--- src/rtl/core/qtrd_pkg.sv ---
// Shared constants, types and register codes of the quiet tail RMS detector.
`default_nettype none

package qtrd_pkg;

  localparam int MAX_WINDOW  = 16384;
  localparam int SAMPLE_BITS = 16;

  localparam int PTR_W  = $clog2(MAX_WINDOW);
  localparam int CNT_W  = PTR_W + 1;
  localparam int SQ_W   = 2 * SAMPLE_BITS - 1;
  localparam int SUM_W  = SQ_W + PTR_W;

  localparam int WIN_W  = 15;
  localparam int THR_W  = 31;
  localparam int PROD_W = THR_W + CNT_W;
  localparam int CMP_W  = (WIN_W > CNT_W) ? WIN_W : CNT_W;

  localparam int CFG_IDX_W  = 1;
  localparam int CFG_DATA_W = THR_W;

  localparam logic [CFG_IDX_W-1:0] REG_WINDOW_LENGTH   = CFG_IDX_W'(0);
  localparam logic [CFG_IDX_W-1:0] REG_QUIET_THRESHOLD = CFG_IDX_W'(1);

  localparam logic [WIN_W-1:0] WIN_RESET = WIN_W'(4800);
  localparam logic [THR_W-1:0] THR_RESET = THR_W'(86974);

  localparam int QUEUE_DEPTH = 4;
  localparam int Q_PTR_W     = $clog2(QUEUE_DEPTH);
  localparam int Q_CNT_W     = Q_PTR_W + 1;

  localparam int OUT_DEPTH   = 4;
  localparam int O_PTR_W     = $clog2(OUT_DEPTH);
  localparam int O_CNT_W     = O_PTR_W + 1;

  typedef struct packed {
    logic [SQ_W-1:0] sq;
    logic            invalid;
    logic            last;
  } item_t;

  typedef struct packed {
    logic [WIN_W-1:0] window_length;
    logic [THR_W-1:0] threshold_sq;
  } cfg_t;

endpackage

`default_nettype wire

--- src/rtl/core/qtrd_if.sv ---
// Valid/ready channel interfaces for samples in and decisions out.
`default_nettype none

interface qtrd_in_if;
  logic                                       valid;
  logic                                       ready;
  logic signed [qtrd_pkg::SAMPLE_BITS-1:0]    sample;
  logic                                       sample_invalid;
  logic                                       last_sample;

  modport source (output valid, output sample, output sample_invalid, output last_sample,
                  input ready);
  modport sink   (input valid, input sample, input sample_invalid, input last_sample,
                  output ready);
endinterface


`default_nettype wire

--- src/rtl/core/qtrd_front.sv ---
// Front end: takes samples, squares them and tags them for the item queue.
`default_nettype none

module qtrd_front (
  qtrd_in_if.sink              in_ch,
  input  logic                 q_full,
  output logic                 push,
  output qtrd_pkg::item_t      item
);

  logic [qtrd_pkg::SAMPLE_BITS-1:0]   mag;
  logic [2*qtrd_pkg::SAMPLE_BITS-1:0] sq_full;

  // Magnitude of the most negative code still fits as unsigned.
  assign mag = in_ch.sample[qtrd_pkg::SAMPLE_BITS-1] ?
               (~in_ch.sample + qtrd_pkg::SAMPLE_BITS'(1)) : in_ch.sample;
  assign sq_full = (2*qtrd_pkg::SAMPLE_BITS)'(mag) * (2*qtrd_pkg::SAMPLE_BITS)'(mag);

  assign in_ch.ready  = !q_full;
  assign push         = in_ch.valid && !q_full;
  assign item.sq      = sq_full[qtrd_pkg::SQ_W-1:0];
  assign item.invalid = in_ch.sample_invalid;
  assign item.last    = in_ch.last_sample;

endmodule

`default_nettype wire

--- src/flat_wrapper.sv ---
// flat-port wrapper written by rule: the top's interface ports become plain ports
module qtrd_front_flat 
  (q_full, push, item, in_ch_valid, in_ch_sample, in_ch_sample_invalid, in_ch_last_sample, in_ch_ready);
  qtrd_in_if in_ch_i ();
  input  logic q_full;
  output logic push;
  output qtrd_pkg::item_t item;
  input wire logic [$bits(in_ch_i.valid)-1:0] in_ch_valid;
  input wire logic [$bits(in_ch_i.sample)-1:0] in_ch_sample;
  input wire logic [$bits(in_ch_i.sample_invalid)-1:0] in_ch_sample_invalid;
  input wire logic [$bits(in_ch_i.last_sample)-1:0] in_ch_last_sample;
  output wire logic [$bits(in_ch_i.ready)-1:0] in_ch_ready;
  assign in_ch_i.valid = in_ch_valid;
  assign in_ch_i.sample = in_ch_sample;
  assign in_ch_i.sample_invalid = in_ch_sample_invalid;
  assign in_ch_i.last_sample = in_ch_last_sample;
  assign in_ch_ready = in_ch_i.ready;
  qtrd_front u_core (.in_ch(in_ch_i), .q_full(q_full), .push(push), .item(item));
endmodule
--- config.mk ---
export PLATFORM = sky130hd
export DESIGN_NAME = qtrd_front_flat
export DESIGN_NICKNAME = d
export VERILOG_FILES = /design/src/rtl/core/qtrd_pkg.sv /design/src/rtl/core/qtrd_if.sv /design/src/rtl/core/qtrd_front.sv /design/src/flat_wrapper.sv
export SDC_FILE = /design/constraint.sdc
export NUM_CORES = 1
export LEC_CHECK = 0
export BUFFER_PORTS_ARGS = -buffer_cell sky130_fd_sc_hd__buf_2
export CAP_MARGIN = 20
export CORE_ASPECT_RATIO = 1.25
export CORE_MARGIN = 3
export CORE_UTILIZATION = 40
export DETAILED_ROUTE_END_ITERATION = 12
export PLACE_DENSITY = 0.55
export REMOVE_ABC_BUFFERS = 1
export SYNTH_ARGS = -nofsm -noshare
export SYNTH_HDL_FRONTEND = slang
export SYNTH_SLANG_ARGS = --single-unit
export TNS_END_PERCENT = 5
--- constraint.sdc ---
create_clock -name vclk -period 10.2
set_clock_uncertainty 0.2 [all_clocks]
set_input_delay 1.02 -clock vclk [all_inputs]
set_output_delay 1.02 -clock vclk [all_outputs]
set_load 0.05 [all_outputs]
Yosys cells after proc, flatten, opt, wreduce, memory -nomap -nowiden
Index checks and enable logic that the tools add are counted.
- bitwise operators: 1
- $mul: 1
- add/subtract/negate cells: 1
- reduce and logical (&&, ||, !) cells: 2
- mux-type cells: 1
- operators with widths (cell ; number):
    16-bit by 16-bit multiplier with 31-bit output ; 1
    16-bit by 2-bit adder with 16-bit output (second input constant) ; 1
    16-bit two-way mux ; 1
    16-bit NOT ; 1
    1-bit logical AND ; 1
    1-bit zero test ; 1
- word-level logic and storage cells: 6
- flip-flop bits (word level): 0

Longest topological paths before layout
- word-level depth: 4
- gate-level depth with buffers: 29
- depth with buffers taken out: 28

Worst setup path before layout
No wires, ideal clock.
- path type: input port to output port
- from: input port in_ch_sample[5]
- to: output port item[32] (netlist bit)
- path slack: 719 ps
- arrival time: 8261 ps
- data required time: 8980 ps
- cell stages on the path: 26
- buffers on the path: 0
- path through: or4_4 -> nor3_4 -> nand2_1 -> nand2_1 -> xor2_1 -> inv_2 -> nand2_1 -> inv_1 -> fa_1 -> inv_1 -> fa_1 -> inv_1 -> fa_1 -> fa_1 -> fa_1 -> inv_1 -> fa_1 -> inv_1 -> ha_1 -> a21o_1 -> a21oi_1 -> a21boi_1 -> a2111oi_2 -> o41ai_2 -> o21ai_1 -> xnor2_1
- RTL lines (item ; RTL line ; text):
    from (decl) ; flat_wrapper.sv:9 ; input wire logic [$bits(in_ch_i.sample)-1:0] in_ch_sample;
    to (decl) ; flat_wrapper.sv:7 ; output qtrd_pkg::item_t item;

==> results.tsv <==
metric	value	unit
drive_gt1_frac	0.100	
grtUsageTotal	0.165	
die_width	126	um
antenna_found_initial	1	
finalHoldViolCount	0	
vias	5289	
critPathBufInv	6	
met3WireLength	474	um
totalWireLength	15.8	mm
num-nets-final	1169	
crit_path_frequent_cell	fa_1	
ios	55	
gp_congestion	0.852	
die_height	156	um
hp-start	in_ch_last_sample	
port_buffers	50	
post_cts_buffers	0	
hold_path_class	in -> out	
grt_pass1_wl	27.0	mm
clkbuf_count	0	
pre_cts_ws	0.185	ns
fin_setup_tns	0	ns
ant_nets	0	
rows	54	
top_layer	met5	
synth_cells	822	
wl_met2	8.86	mm
worst_slack	0.457	ns
routedWlPerCell	14.2	um
worstPathRequired	8.98	ns
critical_path_class	in -> out	
syn_area_per_cell	8.80	sq um
slew_headroom	0.292	
worst_pin_slew	1.05	ns
crit_family	adder cells	
start_kind	input pin	
finalSetupViolations	0	
start_util	0.412	
seq_cell_count	0	
drt_iter0_drc	184	
min_period	9.74	ns
drv_slew	0	
synth_cell_types	55	
timing.final.crit_share	0.955	
drtPass1Iterations	4	
route.detailed.drc	0	
drv_cap	0	
critPathMaxFanout	10	
end_kind	primary output	
wl_met1	6.42	mm
diodes	0	
max_clock_freq	103	MHz
cp_slowest_stage_delay	0.57	ns
dp_hpwl	14.7	mm
die_area	19700	sq um
slowest_stage	or4_4	
core_area	17600	sq um
critPathLaunch	in_ch_sample[5]	
outcome	finished clean	
grt_max_degree	18	
grt_pass1_vias	5579	
area_growth	9.36	%
grt-ovfl-total	0	
via_per_inst	4.76	
critPathArrivalTime	8.52	ns
seq_area	0	sq um
final_util	0.450	
yosys_warnings	0	
syn-cell-area	7230	sq um
yosysSeqAreaShare	0	
[placed cells by master (no fill, tap or decap), types with 2 or more instances in the layout]
cell type	Yosys	routed
inv_1	223	223
fa_1	163	163
ha_1	96	96
nand2_1	80	80
nor2_1	67	67
buf_2	1	50
xnor2_1	29	27
a21oi_1	25	25
buf_4	4	18
o21ai_0	16	16
xor2_1	14	13
conb_1	2	12
a21o_1	11	11
o21a_1	8	8
nor3_1	7	7
clkinv_1	6	6
nand3_1	5	5
and3_1	5	5
nand2b_1	4	4
o31ai_1	3	3
or3_1	3	3
o21bai_1	3	3
o41ai_1	2	2
or4_4	2	2
xnor2_2	0	2
xor2_2	1	2
o21ai_1	2	2
o211ai_1	2	2
and2_1	2	2
or2_2	2	2
a211oi_1	2	2
a211o_1	2	2
[per-stage QoR]
stage               cell area [sq um]  instances  hold slack [ns]
floorplan                        7210        820             1.84
global placement                 7870       1112             1.84
detailed placement               7870       1112             1.84
CTS                              7870       1112             1.84
global route                     7910       1112             1.84
finish                           7910       1112             1.84
[area by class of cell]
class,count,area (sq um)
Multi-Input combinational cell,589,6370
Inverter,231,870
Fill cell,1783,9660
Timing Repair Buffer,68,385
Tap cell,224,280
[worst paths after layout]
path,depth (start not counted),end
setup / recovery,25,item[30]
hold / removal,0,item[0]
[layer usage]
| metal | up-vias | global-route usage |
|---|---|---|
| met2 | 87 | 0.325 |
| met4 | 2 | 0.00204 |
| met5 | - | 0 |
| met3 | 2 | 0.00615 |
| li1 | 2595 | - |
| met1 | 2603 | 0.214 |
[timing repair]
action / CTS / global route
resized for setup: 0 / 4
endpoints found under the hold margin: 0 / 0
endpoints found under the setup margin: 0 / 5
hold buffers: 0 / 0
[cell usage after synthesis (all sizes together), types with 6 or more instances]
library cell | instances | area, sq um
a21o | 11 | 82.6
xnor2 | 29 | 254
ha | 96 | 1200
xor2 | 16 | 166
clkinv | 6 | 22.5
nor3 | 8 | 51.3
clkbuf | 7 | 26.3
nor2 | 68 | 258
o21ai | 19 | 98.9
fa | 163 | 3260
inv | 225 | 847
a21oi | 25 | 125
nand2 | 81 | 307
nand3 | 6 | 42.5
o21a | 8 | 60.1
[cells by family (layout without fill, tap and decap cells)]
group / count (synthesis) / after routing / synth area share
xor gates and xnor gates: 45 / 45 / 0.0581
adders and majority gates: 259 / 259 / 0.617
AOI/OAI and AO/OA: 88 / 88 / 0.0829
buffers and inverters: 243 / 299 / 0.129
other: 2 / 12 / 0.00104
and+or+nand+nor: 185 / 185 / 0.112
Power is not shown: default switching activity piles up to over one toggle a cycle in this logic, so the estimate is an artifact.
