[config.mk]
export PLATFORM = sky130hd
export DESIGN_NAME = qtrd_queue
export DESIGN_NICKNAME = d
export VERILOG_FILES = /design/src/rtl/core/qtrd_pkg.sv /design/src/rtl/core/qtrd_queue.sv
export SDC_FILE = /design/constraint.sdc
export NUM_CORES = 1
export LEC_CHECK = 0
export CAP_MARGIN = 15
export CORE_MARGIN = 2
export CORE_UTILIZATION = 40
export DETAILED_ROUTE_END_ITERATION = 10
export DONT_BUFFER_PORTS = 1
export GPL_ROUTABILITY_DRIVEN = 1
export PLACE_DENSITY = 0.52
export SLEW_MARGIN = 20
export SYNTH_ARGS = -nofsm -noshare
export SYNTH_HDL_FRONTEND = slang
export SYNTH_SLANG_ARGS = --single-unit
[constraint.sdc]
create_clock -name clk -period 3.6 [get_ports clk]
set_input_delay 0.36 -clock clk [delete_from_list [all_inputs] [get_ports clk]]
set_output_delay 0.36 -clock clk [all_outputs]
set_load 0.02 [all_outputs]
[src/rtl/core/qtrd_pkg.sv]
// Shared constants, types and register codes of the quiet tail RMS detector.
`default_nettype none

package qtrd_pkg;

  localparam int MAX_WINDOW  = 16384;
  localparam int SAMPLE_BITS = 16;

  localparam int PTR_W  = $clog2(MAX_WINDOW);
  localparam int CNT_W  = PTR_W + 1;
  localparam int SQ_W   = 2 * SAMPLE_BITS - 1;
  localparam int SUM_W  = SQ_W + PTR_W;

  localparam int WIN_W  = 15;
  localparam int THR_W  = 31;
  localparam int PROD_W = THR_W + CNT_W;
  localparam int CMP_W  = (WIN_W > CNT_W) ? WIN_W : CNT_W;

  localparam int CFG_IDX_W  = 1;
  localparam int CFG_DATA_W = THR_W;

  localparam logic [CFG_IDX_W-1:0] REG_WINDOW_LENGTH   = CFG_IDX_W'(0);
  localparam logic [CFG_IDX_W-1:0] REG_QUIET_THRESHOLD = CFG_IDX_W'(1);

  localparam logic [WIN_W-1:0] WIN_RESET = WIN_W'(4800);
  localparam logic [THR_W-1:0] THR_RESET = THR_W'(86974);

  localparam int QUEUE_DEPTH = 4;
  localparam int Q_PTR_W     = $clog2(QUEUE_DEPTH);
  localparam int Q_CNT_W     = Q_PTR_W + 1;

  localparam int OUT_DEPTH   = 4;
  localparam int O_PTR_W     = $clog2(OUT_DEPTH);
  localparam int O_CNT_W     = O_PTR_W + 1;

  typedef struct packed {
    logic [SQ_W-1:0] sq;
    logic            invalid;
    logic            last;
  } item_t;

  typedef struct packed {
    logic [WIN_W-1:0] window_length;
    logic [THR_W-1:0] threshold_sq;
  } cfg_t;

endpackage

`default_nettype wire

[src/rtl/core/qtrd_queue.sv]
// Short item queue between front end and back end.
`default_nettype none

module qtrd_queue (
  input  logic                 clk,
  input  logic                 rst_n,
  input  logic                 push,
  input  qtrd_pkg::item_t      wr_item,
  output logic                 full,
  output logic                 valid,
  output qtrd_pkg::item_t      rd_item,
  input  logic                 pop
);

  qtrd_pkg::item_t                 slot_r [qtrd_pkg::QUEUE_DEPTH];
  logic [qtrd_pkg::Q_PTR_W-1:0]    wr_ptr_r, wr_ptr_nxt;
  logic [qtrd_pkg::Q_PTR_W-1:0]    rd_ptr_r, rd_ptr_nxt;
  logic [qtrd_pkg::Q_CNT_W-1:0]    cnt_r, cnt_nxt;

  assign full    = (cnt_r == qtrd_pkg::Q_CNT_W'(qtrd_pkg::QUEUE_DEPTH));
  assign valid   = (cnt_r != '0);
  assign rd_item = slot_r[rd_ptr_r];

  always_comb begin
    wr_ptr_nxt = push ? wr_ptr_r + 1'b1 : wr_ptr_r;
    rd_ptr_nxt = pop  ? rd_ptr_r + 1'b1 : rd_ptr_r;
    cnt_nxt    = cnt_r;
    if (push && !pop) begin
      cnt_nxt = cnt_r + 1'b1;
    end else if (pop && !push) begin
      cnt_nxt = cnt_r - 1'b1;
    end
  end

  always_ff @(posedge clk) begin
    if (!rst_n) begin
      wr_ptr_r <= '0;
      rd_ptr_r <= '0;
      cnt_r    <= '0;
    end else begin
      wr_ptr_r <= wr_ptr_nxt;
      rd_ptr_r <= rd_ptr_nxt;
      cnt_r    <= cnt_nxt;
    end
  end

  always_ff @(posedge clk) begin
    if (push) begin
      slot_r[wr_ptr_r] <= wr_item;
    end
  end

endmodule

`default_nettype wire

### After elaboration in Yosys (flattened, before gate mapping)

Memory sizes are Yosys's and may differ from the RTL's. A register that Yosys moved wholly into a read port is not among the register bits.
Index checks and enable logic that the tools add are counted.

* flip-flop bits (word level): 7
* latch bits: 0
* memory bits (writable): 132
* ROM bits: 0
* input bits: 37
* output and inout bits: 35
* word-level logic and storage cells: 21
* memories: 1

Memories
* slot_r: depth 4, width 33, rd ports 1, clocked after memory_dff 1, wr ports 1, RTL line qtrd_queue.sv:15 `qtrd_pkg::item_t slot_r [qtrd_pkg::QUEUE_DEPTH];`

* add/subtract/negate cells: 4
* $mul: 0
* div/mod/pow operators: 0
* order comparisons: 0
* equality and inequality tests: 1
* shift operators: 0
* mux-type cells: 6
* bitwise gates (word level): 0
* reductions and logical operators: 6

Operators with widths (count)
* $mux W3: 2
* $add A2 B1 Y2 const B: 2
* $mux W2: 2
* $add A3 B1 Y3 const B: 1
* $eq A3 B3 Y1 const B: 1
* $reduce_bool A3 Y1: 1
* $sub A3 B1 Y3 const B: 1
* $logic_and A1 B1 Y1: 2
* $logic_not A1 Y1: 2
* $mux W1: 2
* $reduce_bool A2 Y1: 1

### Longest topological paths before layout

Gate-level depths: netlist of run 1.

* depth after elaboration: 4
* gate-level depth with buffers: 7
* gate-level depth less buffers: 7

### Worst setup path after synthesis of run 1

No wires, ideal clock.

* kind: reg2reg
* start point: reg wr_ptr_r[0] in the netlist's numbering
* end point: mem slot_r[2][0] in the netlist's numbering (enable)
* setup time: 0.393 ns
* arrival time: 1.352 ns
* required time: 3.207 ns
* path slack: 1.854 ns
* stages on the path, launching flop included: 4
* path buffers: 0
* clock period less this slack: 1.746 ns
* cells stage by stage: dfxtp_1 > inv_1 > ha_1 > and2_1

RTL lines
* start: declaration: RTL line qtrd_queue.sv:16 `logic [qtrd_pkg::Q_PTR_W-1:0] wr_ptr_r, wr_ptr_nxt;`
* start signal: assignment: RTL line qtrd_queue.sv:41 `wr_ptr_r <= wr_ptr_nxt;`
* end: declaration: RTL line qtrd_queue.sv:15

No word-level cell before the write port.

==> results.cfg, run 1 <==
[outcome]
outcome = completed

[routing]
post_detailed_route_via_to_cell_ratio = 5.03
drt_pre_antenna_iters = 4
number_of_remaining_drc_errors = 0
met2_wirelength_um = 4240
wire_per_inst_um = 20.9
route.vias.total = 2081
dr.first_iter.drc_count = 139
highest-signal-layer = met4
routed_wl_um = 8640
final_antenna_net_count = 0
wl_met1_um = 3600
routed-wl-met3_um = 600

[timing]
worstMarginPinSlew_ns = 0.978
clock-skew-final_ns = 0.00594
setup_violations = 0
hold_viol = 0
unrepaired_setup_endpoints_after_global_routing = no
finalCriticalPeriod_ns = 2.59
report.final.slew_viol_count = 0
worst_slew_margin_rel_pct = 34.8
timing.fmax_mhz = 387
timing.final.crit_share_pct = 71.8
timing.setup.tns_ns = 0

[clock_network]
clk_path_buf_depth = 2
cts_max_level = 4
tritoncts.num_buffers = 17
post_cts_resize_count = 0
cts.root.buffer_cell = sky130_fd_sc_hd__clkbuf_16
cts.hold.buffers_added = 0
clock-sinks = 141
insertion_delay_ns = 0.41
tritoncts_clock_tree = yes
postCtsSetupBuffers = 0
path_clk_slew_ns = 0.06

[floorplanning]
number_of_primary_i_o_pins = 72
die_area_mm2 = 0.0141
core_area_mm2 = 0.0127
num_rows = 41
die_span_x_um = 119
die_h_um = 119
effective_utilization_at_floorplan_pct = 41.3

[cells_and_area]
final_net_count = 272
layout.cell_area.non_filler_mm2 = 0.00594
layout.core_utilization_pct = 46.7
final_layout_size_suffix_gt1_share_pct = 25.6
n_antenna_cell = 0
area.growth.synth_to_final_pct = 13.1
total_of_fill_cells_in_the_finished_design = 1109

[synthesis]
yosys.area.top_type_share_pct = 75.4
synth.ff_latch_count = 141
netlist_top_cells_area = sky130_fd_sc_hd__edfxtp_1 75%, sky130_fd_sc_hd__mux4_2 13%, sky130_fd_sc_hd__dfxtp_1 3.4%, sky130_fd_sc_hd__mux4_1 1.5%, sky130_fd_sc_hd__ha_1 1.2%
yosysUniqueCellTypes = 21
most_used_standard_cells_in_the_synthesized_netlist = 132 x sky130_fd_sc_hd__edfxtp_1, 30 x sky130_fd_sc_hd__mux4_2, 9 x sky130_fd_sc_hd__and2_1, 9 x sky130_fd_sc_hd__dfxtp_1, 5 x sky130_fd_sc_hd__ha_1
synth_edf_count = 132
yosysWarningCount = 0
share_of_synthesized_area_occupied_by_flip_flops_and_latches_pct = 78.9
postSynthNetCount = 259
synthDominantAreaCellType = sky130_fd_sc_hd__edfxtp_1
synth_flop_type = sky130_fd_sc_hd__edfxtp_1
synthArstFlopShare_pct = 0
post-synth-top-count-cell = sky130_fd_sc_hd__edfxtp_1
syn_inst = 216
mappedNetlistArea_mm2 = 0.00526
synth.avg_cell_area_um2 = 24.3

[global_route]
grt_remaining_overflow = 0
overall_global_routing_usage_pct = 13.4
via_count_of_the_first_global_routing_pass = 2290
wire_length_of_the_first_global_routing_pass_um = 13400
grt_antenna_before_repair = 0
grt_start_max_net_pins = 34

[worst_hold_path]
hold_start = wr_item[9]
hold_path.class = in -> reg

[critical_path]
worstPathArrival_ns = 2.23
critical-path-max-stage-delay_ns = 0.72
timing.setup.critical_path_class = reg -> out
worstSetupEndpointType = primary output
critical-path-slowest-cell = sky130_fd_sc_hd__mux4_1
cp_cell_sequence = buf_4 -> mux4_1
worstPathRequired_ns = 3.24
critical_path_peak_fanout = 16
crit_path_start_kind = register
critical_path.reg2reg.startpoint = wr_ptr_r[0]$_SDFFE_PN0P_

[place]
weighted_congestion_at_the_end_of_routability_driven_global_placement = 0.615
postPlaceCellArea_mm2 = 0.00540
buffer_ports.inserted = 0
dp_wirelength_um = 4800

[flow_run]
cap_violations = 0

[power_and_ir_drop]
static-leakage-power_nw = 1.89
vdd_ir_drop_max_v = 0.000261
power_density_mw_per_mm2 = 642
-- final timing paths --
path / endpoint / slack (ns) / cells after the start
hold / removal: slot_r[0][9]$_DFFE_PP_ / 0.04 / 0
setup / recovery: rd_item[29] / 1.01 / 2
hold reg to reg: cnt_r[2]$_SDFFE_PN0P_ / 0.51 / 2
setup reg to reg: slot_r[2][7]$_DFFE_PP_ / 1.84 / 3
-- state kept, by name (all words and copies together), names as in the netlist, named ones only --
register	cells
cnt_r	3
rd_ptr_r	2
slot_r	132
wr_ptr_r	2
-- per-stage QoR --
step	setup WS (ns)	cells	hold WS, ns	power, mW
after floorplan	1.85	216	0.459	2.22
after global placement	1.36	382	0.459	2.26
after detailed placement	1.35	382	0.459	2.27
after CTS	0.890	414	0.0172	3.87
after global routing	0.829	414	0.0107	3.96
final	1.01	414	0.0384	3.82
-- area by class of cell --
type	count	area (um2)	share of cell area [%]
multi-input cells	63	1010	17.0
clock inverters	11	100	1.68
repair buffers	2	15.0	0.253
inverters	4	15.0	0.253
clock buffers	21	440	7.41
well taps	172	215	3.62
flip-flops and latches	141	4150	69.8
-- power breakdown --
group | internal (mW) | leakage, nW | switching (mW)
combinational | 0.113 | 0.335 | 0.175
sequential | 1.88 | 1.29 | 0.0470
clock | 1.00 | 0.268 | 0.594
-- cell usage in the layout, fill, tap and decap left out --
cell | Yosys | routed
sky130_fd_sc_hd__nand2_1 | 1 | 1
sky130_fd_sc_hd__clkbuf_1 | 1 | 4
sky130_fd_sc_hd__a21boi_0 | 1 | 1
sky130_fd_sc_hd__dfxtp_2 | 0 | 2
sky130_fd_sc_hd__buf_4 | 0 | 2
sky130_fd_sc_hd__mux2i_1 | 2 | 2
sky130_fd_sc_hd__fa_1 | 1 | 1
sky130_fd_sc_hd__inv_1 | 4 | 4
sky130_fd_sc_hd__o21ai_0 | 1 | 1
sky130_fd_sc_hd__xnor2_1 | 2 | 2
sky130_fd_sc_hd__mux4_2 | 30 | 30
sky130_fd_sc_hd__clkbuf_16 | 0 | 17
sky130_fd_sc_hd__mux4_1 | 3 | 3
sky130_fd_sc_hd__nor3b_1 | 1 | 1
sky130_fd_sc_hd__edfxtp_1 | 132 | 132
sky130_fd_sc_hd__bufinv_16 | 0 | 2
sky130_fd_sc_hd__and2_1 | 9 | 5
sky130_fd_sc_hd__nor2b_1 | 2 | 2
sky130_fd_sc_hd__ha_1 | 5 | 5
sky130_fd_sc_hd__clkinv_2 | 0 | 5
sky130_fd_sc_hd__or3_1 | 2 | 2
sky130_fd_sc_hd__dfxtp_1 | 9 | 7
sky130_fd_sc_hd__clkinv_1 | 0 | 4
sky130_fd_sc_hd__xor2_1 | 3 | 3
sky130_fd_sc_hd__and2_2 | 0 | 4
-- cell families (layout without fill, tap and decap cells) --
family | after synthesis | in the layout | share of synthesized area (%)
DFF | 141 | 141 | 78.9
muxes | 35 | 35 | 14.7
and+or+nand+nor | 15 | 15 | 1.76
buffers and inverters | 12 | 38 | 2.00
adders and majority gates | 6 | 6 | 1.57
xor gates and xnor gates | 5 | 5 | 0.833
AOI/OAI and AO/OA | 2 | 2 | 0.238
-- metal layers --
layer | up-vias | GRT usage (%)
met5 | - | 0
met3 | 19 | 5.89
met4 | 0 | 7.59
met2 | 54 | 20.5
li1 | 925 | -
met1 | 1083 | 15.8
-- critical path, delay by kind of cell, from the launching register on --
family / cells / cell delay, ns
muxes: 1 / 0.72
buffers and inverters: 1 / 0.38
DFF: 1 / 0.69
Power figures use the tool's default switching activity.
==> run 2, diff against run 1 <==
Settings changed: ABC_AREA from default to 1, PLACE_DENSITY 0.52 to 0.54.
Clock period 3.6 ns to 2.1 ns, I/O delays scaled along.
==> results.cfg, run 2 <==
[global_route]
via_count_of_the_first_global_routing_pass = 3192
wire_length_of_the_first_global_routing_pass_um = 17500
grt_antenna_before_repair = 0
overall_global_routing_usage_pct = 16.3
grt_start_max_net_pins = 41
grt_remaining_overflow = 0

[cells_and_area]
final_cell_mix = 132 x sky130_fd_sc_hd__edfxtp_1, 72 x sky130_fd_sc_hd__nor2_1, 54 x sky130_fd_sc_hd__o21ai_0, 35 x sky130_fd_sc_hd__dlygate4sd3_1, 26 x sky130_fd_sc_hd__o22ai_1
reg_with_most_ffs = slot_r
biggestRegsByFlops = slot_r: 132 flops, cnt_r: 3 flops
most_frequent_standard_cell_in_the_layout_excluding_fill_and_tap_cells = sky130_fd_sc_hd__edfxtp_1
final_layout_size_suffix_gt1_share_pct = 11.6
n_antenna_cell = 0
final-instance-count-excl-fill = 615
max_reg_flops = 132
final_net_count = 469
area.growth.synth_to_final_pct = 23.0

[routing]
route.vias.total = 3121
final_antenna_net_count = 0
number_of_remaining_drc_errors = 0
dr.first_iter.drc_count = 266
wire_per_inst_um = 17.8
routed_wl_um = 11000
post_detailed_route_via_to_cell_ratio = 5.07
drt_pre_antenna_iters = 4

[synthesis]
synthDominantAreaCellType = sky130_fd_sc_hd__edfxtp_1
yosys.area.top_type_share_pct = 73.9
mappedNetlistArea_mm2 = 0.00537
synth.avg_cell_area_um2 = 14.2
most_used_standard_cells_in_the_synthesized_netlist = 132 x sky130_fd_sc_hd__edfxtp_1, 72 x sky130_fd_sc_hd__nor2_1, 54 x sky130_fd_sc_hd__o21ai_0, 33 x sky130_fd_sc_hd__o22ai_1, 18 x sky130_fd_sc_hd__o21ai_1
synth.ff_latch_count = 141
synthArstFlopShare_pct = 0
yosysWarningCount = 0
syn_inst = 378
yosysUniqueCellTypes = 20
netlist_top_cells_area = sky130_fd_sc_hd__edfxtp_1 74%, sky130_fd_sc_hd__nor2_1 5.0%, sky130_fd_sc_hd__o21ai_0 5.0%, sky130_fd_sc_hd__o22ai_1 3.8%, sky130_fd_sc_hd__dfxtp_1 3.4%
synth_edf_count = 132
post-synth-top-count-cell = sky130_fd_sc_hd__edfxtp_1
postSynthNetCount = 421
share_of_synthesized_area_occupied_by_flip_flops_and_latches_pct = 77.2
synth_flop_type = sky130_fd_sc_hd__edfxtp_1

[critical_path]
reg2reg_depth = 5
worstPathRequired_ns = 1.89
worstReg2RegEnd = slot_r[2][24]$_DFFE_PP_
timing.setup.critical_path_class = reg -> out
critical_path_peak_fanout = 18
worstPathArrival_ns = 1.77
worstSetupEndpointType = primary output
crit_path_start_kind = register
critical_path.reg2reg.startpoint = wr_ptr_r[0]$_SDFFE_PN0P_
r2r_slack_ns = 0.41

[timing]
finalCriticalPeriod_ns = 1.98
setup_violations = 0
unrepaired_setup_endpoints_after_global_routing = no
hold_viol = 0
worst_slew_margin_rel_pct = 57.2
final.setup.worst_slack_ns = 0.116
timing.final.crit_share_pct = 94.5
timing.setup.tns_ns = 0
report.final.slew_viol_count = 0
worstMarginPinSlew_ns = 0.637
clock-skew-final_ns = 0.00907
timing.fmax_mhz = 504

[clock_network]
cts.root.buffer_cell = sky130_fd_sc_hd__clkbuf_16
clock-sinks = 141
tritoncts_clock_tree = yes
cts_max_level = 4
insertion_delay_ns = 0.41
path_clk_slew_ns = 0.06
tritoncts.num_buffers = 17
clk_path_buf_depth = 2

[flow_run]
cap_violations = 0

[place]
dp_wirelength_um = 6230
weighted_congestion_at_the_end_of_routability_driven_global_placement = 0.766
buffer_ports.inserted = 0
placed_cells_incl_taps = 548
placement.setup.worst_slack_ns = 0.379

[power_and_ir_drop]
p_total_mw = 7.05
static-leakage-power_nw = 2.25
power_density_mw_per_mm2 = 1070
vdd_ir_drop_max_v = 0.000463

[outcome]
outcome = completed

[floorplanning]
die_span_x_um = 120
effective_utilization_at_floorplan_pct = 40.7
core_area_mm2 = 0.0132
num_rows = 42
number_of_primary_i_o_pins = 72
die_area_mm2 = 0.0144
die_h_um = 120

[worst_hold_path]
cell_depth_of_the_worst_min_delay_path = 2
hold_path.class = in -> reg
hold_start = pop
-- run 2: power by group --
group	total (mW)	internal, mW	switching, mW
clock network	3.19	2.10	1.09
logic	0.617	0.179	0.439
registers	3.24	3.21	0.0342
-- run 2: layout make-up --
cell class,count,area [um2]
clock buffers,20,437
clock inverters,12,194
well taps,176,220
fillers,1149,6590
inverters,17,63.8
multi-input cells,200,1040
flip-flops and latches,141,4150
repair buffers,49,505
-- run 2: per-stage QoR --
step	hold WS (ns)	util (%)	cell area (um2)
global placement	0.309	42.3	5580
finish	0.0235	50.1	6600
detailed placement	0.309	42.3	5580
CTS	0.0124	49.7	6560
global route	0.0672	50.1	6600
floorplan	0.309	-	5370
-- run 2: repair_timing --
action                                  in CTS  in global routing
buffers inserted                             0                  0
hold buffers                                35                  0
gates resized for setup                      0                  7
endpoints found under the hold margin      141                  0
endpoints found under the setup margin       0                  7
-- run 2: logic make-up after synthesis --
kind of cell / count (synthesis) / synth area share, %
AOI/OAI and AO/OA: 109 / 10.9
adders and majority gates: 6 / 1.54
buffers and inverters: 37 / 4.27
DFF: 141 / 77.2
and+or+nand+nor: 85 / 6.04
-- run 2: worst max path at each step --
stage / cells past startpoint / endpoint / slack (ns)
2_1_floorplan: 4 / slot_r[2][0]$_DFFE_PP_ / 0.47
3_3_place_gp: 5 / slot_r[2][21]$_DFFE_PP_ / 0.42
3_5_place_dp: 5 / slot_r[2][20]$_DFFE_PP_ / 0.38
4_1_cts: 4 / rd_item[27] / 0.02
5_1_grt: 4 / rd_item[23] / 0.006
6_report: 4 / rd_item[20] / 0.12
-- run 2: layer usage --
metal	vias up	wire length, um	track usage [%]
met3	10	643	5.66
met2	78	5410	26.6
met4	0	128	6.03
met5	-	0	0
li1	1499	-	-
met1	1534	4770	20.1
-- run 2: worst max-delay path: stages (launching register included) --
cell                      delay (ns)
sky130_fd_sc_hd__dfxtp_2        0.33
sky130_fd_sc_hd__inv_2          0.21
sky130_fd_sc_hd__buf_4          0.28
sky130_fd_sc_hd__o21ai_0        0.10
sky130_fd_sc_hd__o22ai_1        0.43
